===== src/hw/rtl/bbp_pkg.sv =====
package bbp_pkg;

	localparam int MAX_DIMS   = 8;
	localparam int MAX_DEGREE = 15;
	localparam int FRAC_BITS  = 16;

	localparam int VAL_W   = FRAC_BITS + 1;
	localparam int DEG_W   = 4;
	localparam int DIM_W   = 4;
	localparam int CFG_W   = 32;
	localparam int CIDX_W  = 2;
	// Wide enough for the largest binomial coefficient of degree fifteen.
	localparam int BINOM_W = 13;

	localparam int LANE_LAT  = MAX_DEGREE + 2;
	localparam int MERGE_LAT = MAX_DIMS + 1;
	localparam int TOTAL_LAT = LANE_LAT + MERGE_LAT;

	localparam logic [VAL_W-1:0] ONE = {1'b1, {FRAC_BITS{1'b0}}};

	localparam logic [CIDX_W-1:0] CFG_NUM_DIMS = 2'd0;
	localparam logic [CIDX_W-1:0] CFG_DEGREES  = 2'd1;
	localparam logic [CIDX_W-1:0] CFG_INDICES  = 2'd2;

	typedef logic [MAX_DIMS-1:0][VAL_W-1:0] fac_vec_t;

	typedef struct packed {
		logic [MAX_DIMS-1:0] use_dim;
		logic                bad;
	} merge_ctl_t;

	typedef logic [MAX_DEGREE:0][MAX_DEGREE:0][BINOM_W-1:0] binom_tab_t;

	// Pascal's triangle, built by additions only.
	function automatic binom_tab_t build_binom();
		binom_tab_t t;
		t = '0;
		for (int n = 0; n <= MAX_DEGREE; n++) begin
			for (int j = 0; j <= n; j++) begin
				if (j == 0 || j == n) begin
					t[n][j] = BINOM_W'(1);
				end else begin
					t[n][j] = t[n-1][j-1] + t[n-1][j];
				end
			end
		end
		return t;
	endfunction

	localparam binom_tab_t BINOM = build_binom();

endpackage


===== src/hw/rtl/bbp_merge.sv =====
module bbp_merge (
	input  logic                          clk,
	input  logic                          en,
	input  bbp_pkg::fac_vec_t             fac,
	input  bbp_pkg::merge_ctl_t           ctl,
	output logic [bbp_pkg::VAL_W-1:0]     basis_value,
	output logic                          bad_index
);

	localparam int VW = bbp_pkg::VAL_W;
	localparam int ND = bbp_pkg::MAX_DIMS;

	bbp_pkg::fac_vec_t fv_s [ND-1];
	logic [VW-1:0]     p_s  [ND];
	logic [VW-1:0]     basis_value_q;
	logic              bad_index_q;

	// Stage d folds the factor of dimension d into the running product if dimension d is in use.
	for (genvar d = 0; d < ND; d++) begin : g_dim
		bbp_pkg::fac_vec_t fv_in;
		logic [VW-1:0]     p_in;
		logic [2*VW-1:0]   prod;

		if (d == 0) begin : g_first
			assign fv_in = fac;
			assign p_in  = bbp_pkg::ONE;
		end else begin : g_next
			assign fv_in = fv_s[d-1];
			assign p_in  = p_s[d-1];
		end

		assign prod = (2*VW)'(p_in) * (2*VW)'(fv_in[d]);

		always_ff @(posedge clk) begin
			if (en) begin
				if (!ctl.use_dim[d]) begin
					p_s[d] <= p_in;
				end else if (prod[2*VW-1:bbp_pkg::FRAC_BITS] > (VW+1)'(bbp_pkg::ONE)) begin
					p_s[d] <= bbp_pkg::ONE;
				end else begin
					p_s[d] <= prod[bbp_pkg::FRAC_BITS +: VW];
				end
			end
		end

		if (d < ND - 1) begin : g_carry
			always_ff @(posedge clk) begin
				if (en) begin
					fv_s[d] <= fv_in;
				end
			end
		end
	end

	always_ff @(posedge clk) begin
		if (en) begin
			basis_value_q <= ctl.bad ? '0 : p_s[ND-1];
			bad_index_q   <= ctl.bad;
		end
	end

	assign basis_value = basis_value_q;
	assign bad_index   = bad_index_q;

endmodule


===== config.mk =====
export PLATFORM = sky130hd
export DESIGN_NAME = bbp_merge
export DESIGN_NICKNAME = d
export VERILOG_FILES = /design/src/hw/rtl/bbp_pkg.sv /design/src/hw/rtl/bbp_merge.sv
export SDC_FILE = /design/constraint.sdc
export NUM_CORES = 2
export LEC_CHECK = 0
export BUFFER_PORTS_ARGS = -buffer_cell sky130_fd_sc_hd__buf_2
export CAP_MARGIN = 0
export CELL_PAD_IN_SITES_DETAIL_PLACEMENT = 0
export CELL_PAD_IN_SITES_GLOBAL_PLACEMENT = 1
export CORE_UTILIZATION = 29
export CTS_BUF_LIST = sky130_fd_sc_hd__clkbuf_8
export CTS_CLUSTER_SIZE = 30
export DETAILED_ROUTE_END_ITERATION = 7
export MAX_ROUTING_LAYER = met4
export PLACE_DENSITY = 0.54
export RECOVER_POWER = 50
export SETUP_SLACK_MARGIN = 0.4
export SLEW_MARGIN = 20
export SYNTH_ARGS = -nofsm -noshare
export SYNTH_HDL_FRONTEND = slang
export SYNTH_SLANG_ARGS = --single-unit

===== constraint.sdc =====
create_clock -name clk -period 18.3 [get_ports clk]
set_input_delay 0.915 -clock clk [delete_from_list [all_inputs] [get_ports clk]]
set_output_delay 0.915 -clock clk [all_outputs]
set_load 0.02 [all_outputs]

After elaboration in Yosys (flattened, before gate mapping). Memory sizes are Yosys's and may differ from the RTL's. A register that Yosys moved wholly into a read port is not among the register bits. Index checks and enable logic that the tools add are counted.

Bitwise logic cells: 16. Magnitude comparators: 8. Multipliers: 7. Muxes and demuxes: 106.

Operators with widths (number): 17-bit 2-to-1 mux (16); 17-bit by 17-bit multiplier with 34-bit output (7); 18-bit by 17-bit greater-than comparator with 1-bit output, second input constant (7); 1-bit 2-to-1 mux (90); 17-bit greater-than comparator, second input constant (1); 1-bit bitwise OR (16).

Memory bits (writable): 1088. Input port bits: 147. Logic and storage cells: 140. Memories kept: 2. Register bits after elaboration: 1. Output and inout port bits: 18.

Memory list: fv_s (words 7, bits a word 136, read ports 7, clocked after memory_dff 0, write ports 7, line bbp_merge.sv:13) `bbp_pkg::fac_vec_t fv_s [ND-1];`; p_s (words 8, bits a word 17, read ports 8, clocked after memory_dff 1, write ports 8, line bbp_merge.sv:14) `logic [VW-1:0] p_s [ND];`.

Depth between registers and ports, before layout. An unclocked memory read counts as a cell.

Word-level depth: 9. Depth in mapped cells: 26. Mapped depth without buffers: 23.

Worst setup path before layout. OpenSTA, ideal clock, no wires.

Kind: register -> register. From: memory p_s[6][14] in the netlist's numbering. To: memory p_s[7][16] in the netlist's numbering, data pin. Data required time: 18043 ps. Setup time: 257 ps. Path slack: 11608 ps. Clock period less this slack: 6692 ps. Buffers on the path: 3. Stages on the path, launching flop included: 24. Arrival time: 6435 ps. Cell sequence: edfxtp_1 > clkbuf_1 > clkbuf_1 > nand2_1 > fa_1 > fa_1 > fa_1 > inv_1 > fa_1 > fa_1 > inv_1 > fa_1 > inv_1 > ha_1 > a21o_1 > a31oi_1 > o221ai_1 > a221o_1 > a31o_2 > a21oi_1 > nor2b_1 > mux2i_1 > buf_2 > nor2_1.

RTL lines (line): start: declaration (bbp_merge.sv:14).

==> summary.txt <==
STA
  – Fin. Hold Viols: 0
  – Setup Viol. Count Final: 0
  – Clock period minus worst slack: 10290 ps
  – RSZ-0062 raised after global routing: no
  – Setup TNS: 0 ps
  – PnR worst setup slack: 8010 ps
  – Slew HR: -2.91
  – Clk_skew: 107 ps
  – Fmax: 0.0972 GHz
  – Slew Viols, Final: 252
  – Slew @ Worst Pin: 5860 ps
  – Final period util: 0.562

Yosys
  – Ys async rst share: 0
  – Sequential area share after synthesis: 0.225
  – Syn_area_per_cell: 10.2 um^2
  – Distinct cells, synth: 75
  – Commonest register cell after synthesis: edfxtp_1
  – Synthesized flop and latch total: 630
  – Post-synth EDFFs: 630
  – Warnings, synthesis: 0
  – List of most frequent post-synthesis cells: 1853 x inv_1, 1554 x fa_1, 1317 x nand2_1, 863 x and2_1, 742 x ha_1
  – Post-Syn Area: 0.0843 mm^2
  – Syn Nets: 10.7k
  – Post-synth top area cell: fa_1
  – Synth top area share: 0.369
  – Cells after synthesis: 8243
  – Most common cell in the netlist: inv_1
  – Top cells by area, synth: fa_1 37%, edfxtp_1 22%, ha_1 11%

GRT
  – First-pass GRT wire length: 350000 um
  – Grt total ovfl: 0
  – Vias in the first global route: 61.7k
  – All-Layer GR Usage: 0.157
  – Initial antenna violation count: 16
  – Largest net degree at the start of global routing: 96

Place
  – GPL Wtd Cong: 0.821
  – Worst slack, placed: 10470 ps
  – Hpwl dp: 165000 um
  – Port bufs: 164

Floorplan
  – Core area: 0.289 mm^2
  – Chip Width: 541 um
  – Row cnt: 197
  – Num ports: 165
  – DIE HEIGHT: 541 um
  – Die Area: 0.293 mm^2
  – Starting Density: 0.292

Clocking
  – CTS tree: done
  – Root Driver: clkbuf_8
  – CTS max path bufs: 4
  – H-tree depth: 3
  – Worst skew pair latency: 970 ps
  – Total CTS buffers: 120
  – CTS Sinks: 630
  – Post-CTS sizing: 0
  – Clock transition at path regs: 60 ps

Routing
  – Vias/cell: 4.49
  – DRC viols: 0
  – Drt wl/cell: 17.8 um
  – Routed WL: 218000 um
  – Routed Antenna Nets: 0
  – Vias: 55.0k
  – 1st-iter DRT viols: 2722
  – TritonRoute pass-1 iters: 7

Finish
  – Final net count: 10.7k
  – Fraction of layout cells with a size suffix above 1: 0.0496
  – Multi-input logic area: 0.0571 mm^2
  – Syn-to-layout area delta: 8.93%
  – Fillers: 30.0k
  – Reg area: 0.0189 mm^2

Worst setup path
  – CP dominant cell by count: buf_4
  – Worst Path Arrival: 10780 ps
  – Cell family with most CP delay: buffers and inverters
  – Crit Path Class: input pin to flop
  – Cell at the slowest stage of the critical path: clkbuf_1
  – WP buf/inv: 6
  – Crit Path Max Fanout: 92
  – Max incr delay on CP: 4250 ps
  – CP Capture Type: flop
  – CP cell instances: clkbuf_1 -> clkbuf_1 -> buf_4 -> buf_4 -> buf_4 -> buf_4
  – CP Launch Type: input pin
  – Critical Path RT: 18780 ps

Status
  – Failing checks: capacitance limit, slew limit
  – Status: finished, violations left

Hold path
  – Hold/Removal Path Class: input pin to flop

Job
  – Maxcap violations: 3
path summary, 6_finish.rpt:
| kind | start | end | slack (ps) | depth (start not counted) |
|---|---|---|---|---|
| max | en | fv_s[4][93] | 8010 | 6 |
| min reg2reg | fv_s[0][39] | fv_s[1][39] | 400 | 0 |
| min | fac[36] | fv_s[0][36] | 140 | 1 |
| max reg2reg | p_s[3][7] | p_s[4][8] | 10500 | 21 |
through the flow:
step	area, um^2	hold WS [ps]	utilization	instances
floorplan	84300	400	-	8243
global route	91800	50.9	0.318	12200
CTS	91800	0.105	0.318	12200
detailed placement	89200	405	0.309	12000
global placement	89200	400	0.309	12000
finish	91800	139	0.318	12200
state kept, by name, summed over array words and instances (netlist names):
signal	flops
bad_index	1
basis_value	17
fv_s	476
p_s	136
layer usage:
| layer | part of all wire | global-route usage |
|---|---|---|
| met1 | 0.46 | 0.201 |
| met2 | 0.49 | 0.270 |
| met3 | 0.028 | 0.0138 |
| met4 | 0.018 | 0.0318 |
| met5 | 0 | - |
cells by family (layout without fill, tap and decap cells):
logic type / Yosys count / after routing / synth area share
flip-flops: 630 / 630 / 0.225
AND/OR/NAND/NOR: 2423 / 2423 / 0.139
AO/OA/AOI/OAI: 566 / 566 / 0.0453
other: 0 / 3 / 0
adder cells (fa/ha/maj): 2296 / 2296 / 0.479
multiplexers: 9 / 9 / 0.00122
buffers and inverters: 2196 / 2319 / 0.0980
XOR/XNOR: 123 / 123 / 0.0128
final cells by class:
cell class,count,share of cell area
multi-input combinational,5417,0.622
sequential,630,0.206
inverter,1853,0.0758
tap,3880,0.0529
clock buffer,120,0.0180
timing repair buffer,251,0.0161
clock inverter,95,0.00908
antenna,3,0.0000818
repair_timing:
action,4_1_cts,5_1_grt
hold buffers,11,0
hold endpoints to repair,11,0
setup buffers,0,0
cells in the final DEF (no fill, tap or decap), types with 78 or more instances in the layout:
| master | count |
|---|---|
| o21ai_0 | 78 |
| nand2_1 | 1317 |
| and2_1 | 863 |
| clkbuf_8 | 120 |
| inv_1 | 1878 |
| fa_1 | 1554 |
| edfxtp_1 | 630 |
| buf_2 | 154 |
| ha_1 | 742 |
| a21oi_1 | 166 |
Power is left out: the tool's default activity adds up to more than one toggle a clock period on the data nets, which glitch-free logic cannot reach.
